<file path="config.mk">
export PLATFORM = sky130hd
export DESIGN_NAME = sync_length_frame_deframer
export DESIGN_NICKNAME = d
export VERILOG_FILES = /design/src/design/sldf_pkg.sv /design/src/design/sldf_front.sv /design/src/design/sldf_queue.sv /design/src/design/sldf_back.sv /design/src/design/sync_length_frame_deframer.sv
export SDC_FILE = /design/constraint.sdc
export NUM_CORES = 1
export LEC_CHECK = 0
export ABC_AREA = 0
export CORE_UTILIZATION = 45
export DETAILED_ROUTE_END_ITERATION = 8
export DONT_BUFFER_PORTS = 1
export MAX_ROUTING_LAYER = met4
export REMOVE_ABC_BUFFERS = 1
export SETUP_SLACK_MARGIN = 0.5
export SKIP_CTS_REPAIR_TIMING = 1
export SLEW_MARGIN = 20
export SYNTH_ARGS = -nofsm -noshare
export SYNTH_HDL_FRONTEND = slang
export SYNTH_SLANG_ARGS = --single-unit
export TNS_END_PERCENT = 10
</file>
<file path="constraint.sdc">
create_clock -name clk -period 11.14 [get_ports clk]
set_input_delay 2.228 -clock clk [delete_from_list [all_inputs] [get_ports clk]]
set_output_delay 2.228 -clock clk [all_outputs]
set_load 0.01 [all_outputs]
</file>
<file path="src/design/sldf_pkg.sv">
// Shared types and constants for the sync/length frame deframer.
// No dependencies; used by every module of the block.
`timescale 1ns / 1ps
`default_nettype none

package sldf_pkg;

  localparam logic [7:0]  SYNC_BYTE     = 8'hFE;
  localparam logic [7:0]  STUFF_BYTE    = 8'h5A;
  localparam logic [15:0] SYNC_PAIR_SUM = 16'h01FC;
  localparam logic [15:0] MIN_BODY_LEN  = 16'd4;
  localparam logic [15:0] MAX_BODY_LEN_RESET = 16'd260;

  localparam int QUEUE_DEPTH = 2;

  localparam logic [1:0] ST_OK       = 2'd0;
  localparam logic [1:0] ST_CHECKSUM = 2'd1;
  localparam logic [1:0] ST_ABORT    = 2'd2;
  localparam logic [1:0] ST_BAD_LEN  = 2'd3;

  typedef struct packed {
    logic        is_end;
    logic [7:0]  payload_byte;
    logic [7:0]  command;
    logic [7:0]  sequence_res;
    logic [1:0]  status;
    logic [15:0] payload_count;
  } item_t;

  typedef struct packed {
    logic full;
    logic empty;
  } queue_stat_t;

endpackage

`default_nettype wire

</file>
<file path="src/design/sldf_front.sv">
// Front end: sync hunt, unstuffing, length check, checksum and result classification.
// Depends on sldf_pkg.
`timescale 1ns / 1ps
`default_nettype none

module sldf_front (
  input  wire logic             clk,
  input  wire logic             rst,
  input  wire logic             cfg_we,
  input  wire logic [15:0]      cfg_data,
  input  wire logic             byte_we,
  input  wire logic [7:0]       in_byte,
  output logic                  push,
  output sldf_pkg::item_t       item
);

  localparam logic [2:0] PH_HUNT1 = 3'd0;
  localparam logic [2:0] PH_HUNT2 = 3'd1;
  localparam logic [2:0] PH_LENH  = 3'd2;
  localparam logic [2:0] PH_LENL  = 3'd3;
  localparam logic [2:0] PH_BODY  = 3'd4;

  logic [15:0] max_body_len;
  logic [2:0]  phase, phase_next;
  logic        esc, esc_next;
  logic [15:0] blen, blen_next;
  logic [15:0] bcnt, bcnt_next;
  logic [15:0] sum, sum_next;
  logic [7:0]  cmd, cmd_next;
  logic [7:0]  seq, seq_next;
  logic [7:0]  ckh, ckh_next;

  logic        emit;
  logic        do_take;
  logic        sync_hit;
  logic        body_abort;
  logic [7:0]  d;
  logic [15:0] len_lo;
  logic [15:0] len_m2;
  logic [15:0] got;
  logic [15:0] lim;
  logic [15:0] abort_cnt;

  assign len_lo = {blen[15:8], d};
  assign len_m2 = blen - 16'd2;
  assign got    = (bcnt > 16'd2) ? bcnt - 16'd2 : 16'd0;
  assign lim    = (blen >= sldf_pkg::MIN_BODY_LEN) ? blen - sldf_pkg::MIN_BODY_LEN : 16'd0;
  assign abort_cnt = (got > lim) ? lim : got;

  always_comb begin
    phase_next = phase;
    esc_next   = esc;
    blen_next  = blen;
    bcnt_next  = bcnt;
    sum_next   = sum;
    cmd_next   = cmd;
    seq_next   = seq;
    ckh_next   = ckh;
    emit       = 1'b0;
    item       = '0;
    do_take    = 1'b0;
    sync_hit   = 1'b0;
    body_abort = 1'b0;
    d          = in_byte;

    case (phase)
      PH_HUNT1: begin
        if (in_byte == sldf_pkg::SYNC_BYTE) phase_next = PH_HUNT2;
      end
      PH_HUNT2: begin
        if (in_byte == sldf_pkg::SYNC_BYTE) sync_hit = 1'b1;
        else phase_next = PH_HUNT1;
      end
      PH_LENH, PH_LENL, PH_BODY: begin
        if (esc) begin
          esc_next = 1'b0;
          if (in_byte == sldf_pkg::STUFF_BYTE) begin
            do_take = 1'b1;
            d       = sldf_pkg::SYNC_BYTE;
          end else if (in_byte == sldf_pkg::SYNC_BYTE) begin
            sync_hit   = 1'b1;
            body_abort = (phase == PH_BODY);
          end else if (phase == PH_LENH) begin
            do_take = 1'b1;
          end else begin
            body_abort = (phase == PH_BODY);
            phase_next = PH_HUNT1;
          end
        end else if (in_byte == sldf_pkg::SYNC_BYTE) begin
          esc_next = 1'b1;
        end else begin
          do_take = 1'b1;
        end
      end
      default: begin
        phase_next = PH_HUNT1;
      end
    endcase

    if (body_abort) begin
      emit               = 1'b1;
      item.is_end        = 1'b1;
      item.command       = cmd;
      item.sequence_res  = seq;
      item.status        = sldf_pkg::ST_ABORT;
      item.payload_count = abort_cnt;
    end

    if (sync_hit) begin
      phase_next = PH_LENH;
      esc_next   = 1'b0;
      sum_next   = sldf_pkg::SYNC_PAIR_SUM;
      blen_next  = '0;
      bcnt_next  = '0;
      cmd_next   = '0;
      seq_next   = '0;
      ckh_next   = '0;
    end

    if (do_take) begin
      case (phase)
        PH_LENH: begin
          blen_next  = {d, 8'h00};
          sum_next   = sum + {8'h00, d};
          phase_next = PH_LENL;
        end
        PH_LENL: begin
          blen_next = len_lo;
          sum_next  = sum + {8'h00, d};
          if (len_lo < sldf_pkg::MIN_BODY_LEN || len_lo > max_body_len) begin
            emit        = 1'b1;
            item.is_end = 1'b1;
            item.status = sldf_pkg::ST_BAD_LEN;
            phase_next  = PH_HUNT1;
          end else begin
            bcnt_next  = '0;
            phase_next = PH_BODY;
          end
        end
        default: begin
          bcnt_next = bcnt + 16'd1;
          if (bcnt == 16'd0) begin
            cmd_next = d;
            sum_next = sum + {8'h00, d};
          end else if (bcnt == 16'd1) begin
            seq_next = d;
            sum_next = sum + {8'h00, d};
          end else if (bcnt < len_m2) begin
            sum_next          = sum + {8'h00, d};
            emit              = 1'b1;
            item.payload_byte = d;
            item.command      = cmd;
            item.sequence_res = seq;
          end else if (bcnt == len_m2) begin
            ckh_next = d;
          end else begin
            emit               = 1'b1;
            item.is_end        = 1'b1;
            item.command       = cmd;
            item.sequence_res  = seq;
            item.status        = ({ckh, d} == sum) ? sldf_pkg::ST_OK
                                                   : sldf_pkg::ST_CHECKSUM;
            item.payload_count = blen - sldf_pkg::MIN_BODY_LEN;
            phase_next         = PH_HUNT1;
          end
        end
      endcase
    end
  end

  assign push = byte_we & emit;

  always_ff @(posedge clk) begin
    if (rst) begin
      max_body_len <= sldf_pkg::MAX_BODY_LEN_RESET;
      phase        <= PH_HUNT1;
      esc          <= 1'b0;
      blen         <= '0;
      bcnt         <= '0;
      sum          <= '0;
      cmd          <= '0;
      seq          <= '0;
      ckh          <= '0;
    end else begin
      if (cfg_we) max_body_len <= cfg_data;
      if (byte_we) begin
        phase <= phase_next;
        esc   <= esc_next;
        blen  <= blen_next;
        bcnt  <= bcnt_next;
        sum   <= sum_next;
        cmd   <= cmd_next;
        seq   <= seq_next;
        ckh   <= ckh_next;
      end
    end
  end

endmodule

`default_nettype wire

</file>
<file path="src/design/sldf_queue.sv">
// Short result queue between the front end and the output stage.
// Depends on sldf_pkg.
`timescale 1ns / 1ps
`default_nettype none

module sldf_queue #(
  parameter int DEPTH = sldf_pkg::QUEUE_DEPTH
) (
  input  wire logic             clk,
  input  wire logic             rst,
  input  wire logic             push,
  input  wire sldf_pkg::item_t  wr_item,
  input  wire logic             pop,
  output sldf_pkg::item_t       rd_item,
  output sldf_pkg::queue_stat_t stat
);

  localparam int PW = (DEPTH > 1) ? $clog2(DEPTH) : 1;
  localparam int CW = $clog2(DEPTH + 1);

  sldf_pkg::item_t mem [DEPTH];
  logic [PW-1:0]   wr_ptr;
  logic [PW-1:0]   rd_ptr;
  logic [CW-1:0]   count;

  assign rd_item    = mem[rd_ptr];
  assign stat.full  = (count == CW'(DEPTH));
  assign stat.empty = (count == '0);

  always_ff @(posedge clk) begin
    if (push) mem[wr_ptr] <= wr_item;
  end

  always_ff @(posedge clk) begin
    if (rst) begin
      wr_ptr <= '0;
      rd_ptr <= '0;
      count  <= '0;
    end else begin
      if (push) wr_ptr <= (wr_ptr == PW'(DEPTH - 1)) ? '0 : wr_ptr + 1'b1;
      if (pop)  rd_ptr <= (rd_ptr == PW'(DEPTH - 1)) ? '0 : rd_ptr + 1'b1;
      case ({push, pop})
        2'b10:   count <= count + 1'b1;
        2'b01:   count <= count - 1'b1;
        default: count <= count;
      endcase
    end
  end

endmodule

`default_nettype wire

</file>
<file path="src/design/sldf_back.sv">
// Output stage: registers one result word and hands it out on a valid/ready channel.
// Depends on sldf_pkg.
`timescale 1ns / 1ps
`default_nettype none

module sldf_back (
  input  wire logic             clk,
  input  wire logic             rst,
  input  wire sldf_pkg::item_t  q_item,
  input  wire logic             q_empty,
  output logic                  pop,
  output logic                  out_valid,
  input  wire logic             out_ready,
  output sldf_pkg::item_t       out_item
);

  assign pop = !q_empty && (!out_valid || out_ready);

  always_ff @(posedge clk) begin
    if (rst) begin
      out_valid <= 1'b0;
    end else if (pop) begin
      out_valid <= 1'b1;
    end else if (out_ready) begin
      out_valid <= 1'b0;
    end
  end

  always_ff @(posedge clk) begin
    if (pop) out_item <= q_item;
  end

endmodule

`default_nettype wire

</file>
<file path="src/design/sync_length_frame_deframer.sv">
// Sync/length framed byte stream deframer, top level.
// A result word goes through the result queue and then the output register to out_valid.
// Throughput: one byte per cycle; in_ready drops only while the result queue is full.
// Reset (rst, synchronous): hunting for sync, queue empty, out_valid low, max_body_len 260.
// Depends on sldf_pkg, sldf_front, sldf_queue, sldf_back.
`timescale 1ns / 1ps
`default_nettype none

module sync_length_frame_deframer #(
  parameter int QUEUE_DEPTH = sldf_pkg::QUEUE_DEPTH
) (
  input  wire logic        clk,
  input  wire logic        rst,
  input  wire logic        cfg_valid,
  output logic             cfg_ready,
  input  wire logic [15:0] cfg_data,
  input  wire logic        in_valid,
  output logic             in_ready,
  input  wire logic [7:0]  in_byte,
  output logic             out_valid,
  input  wire logic        out_ready,
  output logic             is_end,
  output logic [7:0]       payload_byte,
  output logic [7:0]       command,
  output logic [7:0]       sequence_res,
  output logic [1:0]       status,
  output logic [15:0]      payload_count
);

  logic                  byte_we;
  logic                  push;
  logic                  pop;
  sldf_pkg::item_t       front_item;
  sldf_pkg::item_t       q_item;
  sldf_pkg::item_t       out_item;
  sldf_pkg::queue_stat_t q_stat;

  assign cfg_ready = 1'b1;
  assign in_ready  = !q_stat.full;
  assign byte_we   = in_valid && in_ready;

  sldf_front u_front (
    .clk      (clk),
    .rst      (rst),
    .cfg_we   (cfg_valid),
    .cfg_data (cfg_data),
    .byte_we  (byte_we),
    .in_byte  (in_byte),
    .push     (push),
    .item     (front_item)
  );

  sldf_queue #(
    .DEPTH (QUEUE_DEPTH)
  ) u_queue (
    .clk     (clk),
    .rst     (rst),
    .push    (push),
    .wr_item (front_item),
    .pop     (pop),
    .rd_item (q_item),
    .stat    (q_stat)
  );

  sldf_back u_back (
    .clk       (clk),
    .rst       (rst),
    .q_item    (q_item),
    .q_empty   (q_stat.empty),
    .pop       (pop),
    .out_valid (out_valid),
    .out_ready (out_ready),
    .out_item  (out_item)
  );

  assign is_end        = out_item.is_end;
  assign payload_byte  = out_item.payload_byte;
  assign command       = out_item.command;
  assign sequence_res  = out_item.sequence_res;
  assign status        = out_item.status;
  assign payload_count = out_item.payload_count;

  a_no_overflow: assert property (@(posedge clk) disable iff (rst)
    push |-> !q_stat.full)
    else $error("result queue overflow");

  a_no_underflow: assert property (@(posedge clk) disable iff (rst)
    pop |-> !q_stat.empty)
    else $error("result queue underflow");

  a_payload_status: assert property (@(posedge clk) disable iff (rst)
    (out_valid && !is_end) |-> (status == sldf_pkg::ST_OK && payload_count == 16'd0))
    else $error("payload word carries verdict fields");

  a_reset_idle: assert property (@(posedge clk)
    $past(rst) |-> !out_valid)
    else $error("output valid right after reset");

endmodule

`default_nettype wire
</file>
=== Word level (Yosys, flattened, before mapping) ===
Memories as Yosys holds them, arrays and structs flattened. A register that Yosys moved wholly into a read port is not among the register bits.
Cells that the tools add are included.

* Register bits after elaboration: 97
* Memory bits (writable): 86
* Output and inout bits: 46
* Word-level logic and storage cells: 159
* Memories: 1

{| class="wikitable"
|+ Memory list
! name !! depth !! bits a word !! read ports !! clocked after memory_dff !! wr ports !! line !! text
|-
| u_queue.mem || 2 || 43 || 1 || 1 || 1 || sldf_queue.sv:21 || <nowiki>sldf_pkg::item_t mem [DEPTH];</nowiki>
|}

* Add/sub/neg operators: 9
* Order comparisons: 6
* Equal/unequal tests: 13
* Multiplexer cells: 98
* Bitwise logic cells: 1
* Reduce and logical (&&, ||, !) cells: 17

{| class="wikitable"
|+ Operator list
! cell !! number
|-
| 16-bit 2-to-1 mux || 16
|-
| 8-bit 2-to-1 mux || 20
|-
| 43-bit 2-to-1 mux || 3
|-
| 34-bit 2-to-1 mux || 2
|-
| 16-bit one-hot mux with 2 select lines || 2
|-
| 3-bit 2-to-1 mux || 13
|-
| 16-bit equality test || 2
|-
| 16-bit > comparator || 2
|-
| 1-bit 2-to-1 mux || 32
|-
| 16-bit by 2-bit subtractor with 16-bit output, second input constant || 2
|-
| 24-bit 2-to-1 mux || 1
|-
| 18-bit 2-to-1 mux || 1
|-
| 16-bit by 1-bit adder with 16-bit output, second input constant || 1
|-
| 16-bit by 8-bit adder with 16-bit output || 1
|-
| 16-bit by 1-bit equality test with 1-bit output, second input constant || 1
|-
| 16-bit by 3-bit >= comparator with 1-bit output, second input constant || 1
|-
| 16-bit by 2-bit > comparator with 1-bit output, second input constant || 1
|-
| 16-bit zero test || 1
|-
| 16-bit less-than comparator || 1
|-
| 16-bit by 3-bit less-than comparator with 1-bit output, second input constant || 1
|-
| 16-bit by 3-bit subtractor with 16-bit output, second input constant || 1
|-
| 3-bit one-hot mux with 3 select lines || 1
|-
| 8-bit by 7-bit equality test with 1-bit output, second input constant || 1
|-
| 8-bit equality test, second input constant || 1
|-
| other kinds (23) || 36
|}

=== Depth between registers and ports, before layout ===
* Word-level depth: 16
* Gate-level depth with buffers: 21
* Gate-level depth less buffers: 20

=== Hierarchy ===
From an unflattened synthesis, not the netlist that was laid out.

* Cell total of the unflattened synthesis: 1089
* Area total of the unflattened synthesis: 11651.2 µm²

{| class="wikitable"
|+ Modules (own cells, without submodules)
! module !! times used !! cells an instance !! area each (µm²) !! seq. area each (µm²)
|-
| sldf_front || 1 || 882 || 6985.4 || 1841.8
|-
| sldf_queue || 1 || 156 || 3296.9 || 2682.6
|-
| sldf_back || 1 || 47 || 1347.5 || 1311.3
|-
| sync_length_frame_deframer || 1 || 4 || 21.3 || 0.0
|}

=== Least setup slack after synthesis ===
No wires, ideal clock.

* Path type: input-to-reg
* Start point: in in_byte[0]
* End point: mem u_queue.mem[0][0] (netlist name) (enable)
* Data arrival time: 6.753 ns
* Setup slack: 3.944 ns
* Stages: 15
* Path buffers: 2
* Cells stage by stage: buf_6 or4b_4 or3_1 nor2_1 or2_2 clkbuf_1 ha_1 nand4_1 or3_1 a21o_1 a41oi_1 o21ai_0 a21oi_1 inv_1 nor2_1

* Word-level cells in the longest chain between the ends: 15
* Elaborated cells on any way between the ends: 28
* Classes of those cells: order compare (2); eq/ne (2); mux (22); bitwise (1); reduce/logical (1)

{| class="wikitable"
|+ Ends and longest elaborated chain
! item !! line !! text
|-
| start, declared || sync_length_frame_deframer.sv:19 || <nowiki>input wire logic [7:0] in_byte,</nowiki>
|-
| branches (longest 11 deep; another with 16-bit by 3-bit less-than comparator with 1-bit output) || -- ||
|-
| 1-bit 2-to-1 mux * || sldf_front.sv:120 || <nowiki>if (do_take) begin</nowiki>
|-
| 1-bit bitwise AND * || sldf_front.sv:171 || <nowiki>assign push = byte_we & emit;</nowiki>
|-
| 1-bit 2-to-1 mux * || sldf_queue.sv:31 || <nowiki>if (push) mem[wr_ptr] <= wr_item;</nowiki>
|-
| 1-bit 2-to-1 mux (implied by the code) * || sldf_queue.sv:31 ||
|-
| end, declared || sldf_queue.sv:21 ||
|}

Mark *: on every way between the ends.

=== Worst setup path after layout ===
* Start point: reg u_front.blen[2]
* End point: reg u_queue.count[1]

* Word-level cells in the longest chain between the ends: 11
* Elaborated cells on any way between the ends: 14
* Classes of those cells: add/sub (1); order compare (1); eq/ne (3); mux (7); bitwise (1); reduce/logical (1)

{| class="wikitable"
|+ Ends and longest elaborated chain
! item !! line !! text
|-
| start, declared || sldf_front.sv:26 || <nowiki>logic [15:0] blen, blen_next;</nowiki>
|-
| start signal, assigned || sldf_front.sv:189 || <nowiki>blen <= blen_next;</nowiki>
|-
| 16-bit by 2-bit subtractor with 16-bit output * || sldf_front.sv:45 || <nowiki>assign len_m2 = blen - 16'd2;</nowiki>
|-
| branches (longest 2 deep; another with 16-bit less-than comparator) || -- ||
|-
| 1-bit 2-to-1 mux * || sldf_front.sv:148 || <nowiki>end else if (bcnt < len_m2) begin</nowiki>
|-
| 1-bit 2-to-1 mux * || sldf_front.sv:145 || <nowiki>end else if (bcnt == 16'd1) begin</nowiki>
|-
| 1-bit 2-to-1 mux * || sldf_front.sv:142 || <nowiki>if (bcnt == 16'd0) begin</nowiki>
|-
| 1-bit one-hot mux with 2 select lines * || sldf_front.sv:121 || <nowiki>case (phase)</nowiki>
|-
| 1-bit 2-to-1 mux * || sldf_front.sv:120 ||
|-
| 1-bit bitwise AND * || sldf_front.sv:171 ||
|-
| 2-bit by 1-bit equality test with 1-bit output / 2-bit equality test (equally long branches) || sldf_queue.sv:42 || <nowiki>case ({push, pop})</nowiki>
|-
| 2-bit one-hot mux with 2 select lines / 2-bit nonzero test (equally long branches) || -- ||
|-
| end signal, assigned || sldf_queue.sv:43 || <nowiki>2'b10: count <= count + 1'b1;</nowiki>
|-
| end signal, assigned || sldf_queue.sv:44 || <nowiki>2'b01: count <= count - 1'b1;</nowiki>
|-
| end signal, assigned || sldf_queue.sv:45 || <nowiki>default: count <= count;</nowiki>
|-
| end, declared || sldf_queue.sv:24 || <nowiki>logic [CW-1:0] count;</nowiki>
|}

Marked as above.
A chain may end at the register's enable or synchronous reset.

==> reports/qor.txt <==
Layout cell share with drive strength beyond 1 - 12.4%
# diodes - 0
Seq pwr share - 50.8%
Worst-Skew Late Latency - 0.53 ns
Delay of the slowest critical-path stage - 0.57 ns
Worst Setup Start Kind - flop
Failing checks - design-rule violations
Clock sinks - 226
DR iter-0 viols - 582
Setup Slack @ Placement - 4.64 ns
Sw power - 0.359 mW
Worst vdd ir - 0.0907 mV
Final Max Slew Viols - 0
Via count - 8,583
CP delay by family, top - simple AND/OR/NAND/NOR gates
CP Data Required Time - 11.60 ns
Worst setup EP type - flop
Die Area - 0.0274 sq mm
Non-filler cells, final - 1,447
Final setup viols - 0
Worst path bufs/invs - 2
Relative slew margins - 24.9%
Main synth FF type - edfxtp_1
Logic gate share of total power - 2.0%
Drt pass-1 iters - 7
Cell Chain, Critical Path - inv_1 -> ha_1 -> or3b_2 -> nor3_2 -> nand2_1 -> a21oi_1 -> nor3b_1 -> xnor2_1 -> ha_1 -> nand4_1 -> nor4_1 -> nor3b_1 -> nand2_1 -> o22ai_2 -> a21oi_1 -> inv_1 -> ha_1 -> or3_1 -> a21oi_1
Cell Pwr Density - 133 mW/mm^2
Worst-path clk slew - 0.06 ns
Fin util - 49.9%
Port Buffer Count - 0
Mapped cell area - 0.0120 sq mm
CP max stage cell - o22ai_2
Die width - 166 microns
Post-detail-place hpwl - 18.9 mm
Routed Antenna Nets - 0
Worst-path fanout max - 17
Layout area overhead - 8.33%
Top-count cell post-synth - edfxtp_1
Root buffer cell - clkbuf_16
Synth unique cells - 84
Number of synthesized register bits - 226
Ys async rst share - 0%
Post-Syn Area per Cell - 10.6 sq um
Via density per instance - 5.93
Synth warnings - 0
Initial Utilization - 46.1%
# DRC - 12
CTS buffer count - 25
Class of the worst hold path - flop to flop
Worst Path Arrival - 6.24 ns
Internal Dissipation - 1.37 mW
Multi-input gate area - 0.00576 sq mm
Post-layout net count - 1,190
Synth top area cells - edfxtp_1 32%, dfxtp_1 16%, ha_1 7.0%
Post-Route WL - 28.3 mm
Lkg Pwr - 4.73 nW
Fin Setup TNS - 0 ns
Residual overflow from global routing - 0
Largest net degree at the start of global routing - 76
Final worst slack - 5.36 ns
Post-synthesis sequential area ratio - 48.3%
Ports - 75
Total of max-cap violations - 0
Sw Share - 20.8%
Register area - 0.00582 sq mm
Worst-margin pin slew - 1.12 ns
EDFF count, synth - 129
Placed Cells - 1,400
Chip height - 166 microns
Final Critical Period - 5.78 ns
Clock skew - 0.0124 ns
Achievable Freq - 173 MHz
Commonest cells post-synth - 129 x edfxtp_1, 97 x dfxtp_1, 85 x nor2_1
GPL Wtd Cong - 0.860
Final Cycle Share - 51.9%
Status - complete, but fails checks
Kind of critical path - flop to flop
Clock power share - 47.2%
Total global-route track usage - 21.3%
WL/cell - 19.5 microns
RSZ-0062 raised after global routing - no
CTS tree - done
Hold Vio Cnt, Final - 0
Syn Inst Count - 1,138
Global-route wire length before repair - 44.4 mm
Cell taking the most area after synthesis - edfxtp_1
Initial antenna violation count - 0
Fillers - 2,393
Max Root-Sink Buffers - 3
Row count - 59
Core Region - 0.0261 sq mm
Number of global-route vias before repair - 8,082
CTS H-tree depth - 1
Yosys top cell area share - 32.2%
-- metal layers --
metal / vias to the layer above / GRT usage (%) / routed length [microns]
met5: - / - / 0
met4: 0 / 4.38 / 430
met3: 32 / 2.65 / 1420
met2: 230 / 32.8 / 12800
met1: 4163 / 30.1 / 13700
li1: 4158 / - / -
-- power groups by stage --
stage | sequential, mW | combinational [mW] | clock [mW]
after CTS | 0.878 | 0.0343 | 0.833
after floorplan | 0.895 | 0.0260 | 0
final | 0.878 | 0.0345 | 0.817
after detailed placement | 0.896 | 0.0342 | 0
after global routing | 0.878 | 0.0387 | 0.867
after global placement | 0.896 | 0.0340 | 0
-- worst reg2reg max path: cells and delay by family (launching register included) --
family	cells	cell delay (ns)
simple gates	9	2.89
compound gates	4	1.23
fa+ha+maj	3	0.83
flops	1	0.35
buf+inv	2	0.33
xor+xnor	1	0.10
-- cells by family (layout without fill, tap and decap cells) --
kind of cell,count (synthesis),in the layout,share of synthesized area (%)
AND/OR/NAND/NOR,361,361,16.1
AO/OA/AOI/OAI,247,247,14.9
flip-flops,226,226,48.3
buffers and inverters,120,94,4.04
adder cells (fa/ha/maj),68,68,7.13
multiplexers,61,61,5.54
XOR/XNOR,54,54,3.93
other,1,1,0.0311
-- path summary, 6_finish.rpt --
check                   from               end  cells after the start  slack [ns]
min reg2reg   u_front.cmd[1]    u_front.cmd[1]                      1        0.48
max reg2reg  u_front.blen[2]  u_queue.count[1]                     19        5.36
min           u_front.cmd[1]    u_front.cmd[1]                      1        0.48
max          u_front.blen[2]  u_queue.count[1]                     19        5.36
-- metrics by stage --
stage	power, mW	hold WS (ns)	area (sq um)
after detailed placement	0.930	0.459	12200
after floorplan	0.921	0.441	11700
after CTS	1.75	0.473	13000
after global placement	0.930	0.454	12200
after global routing	1.78	0.490	13000
final	1.73	0.476	13000
-- final cells by class --
class / count / area share, %
clock buffer: 31 / 5.20
sequential: 226 / 44.6
multi-input combinational: 792 / 44.1
timing repair buffer: 8 / 0.556
tap: 335 / 3.21
inverter: 40 / 1.15
clock inverter: 15 / 1.13
-- state kept, by name, indices dropped and copies added, names as in the netlist, 2 cells and up --
register / cells
u_queue.count: 2
u_front.cmd: 8
u_front.ckh: 8
u_front.sum: 16
u_front.blen: 16
u_front.max_body_len: 16
u_front.phase: 3
u_back.out_item: 43
u_queue.mem: 86
u_front.seq: 8
u_front.bcnt: 16
-- cells in the final DEF (no fill, tap or decap), drive strengths merged, types with 25 or more instances in the layout --
| master | Yosys | final |
|---|---|---|
| a21oi | 54 | 54 |
| clkbuf | 60 | 31 |
| dfxtp | 97 | 97 |
| edfxtp | 129 | 129 |
| ha | 67 | 67 |
| inv | 40 | 42 |
| mux2 | 45 | 45 |
| nand2 | 77 | 77 |
| nand3 | 30 | 30 |
| nand4 | 29 | 29 |
| nor2 | 87 | 87 |
| nor3 | 28 | 28 |
| o211ai | 25 | 25 |
| o21ai | 28 | 28 |
| xnor2 | 31 | 31 |
(Power assumes the default switching activity.)
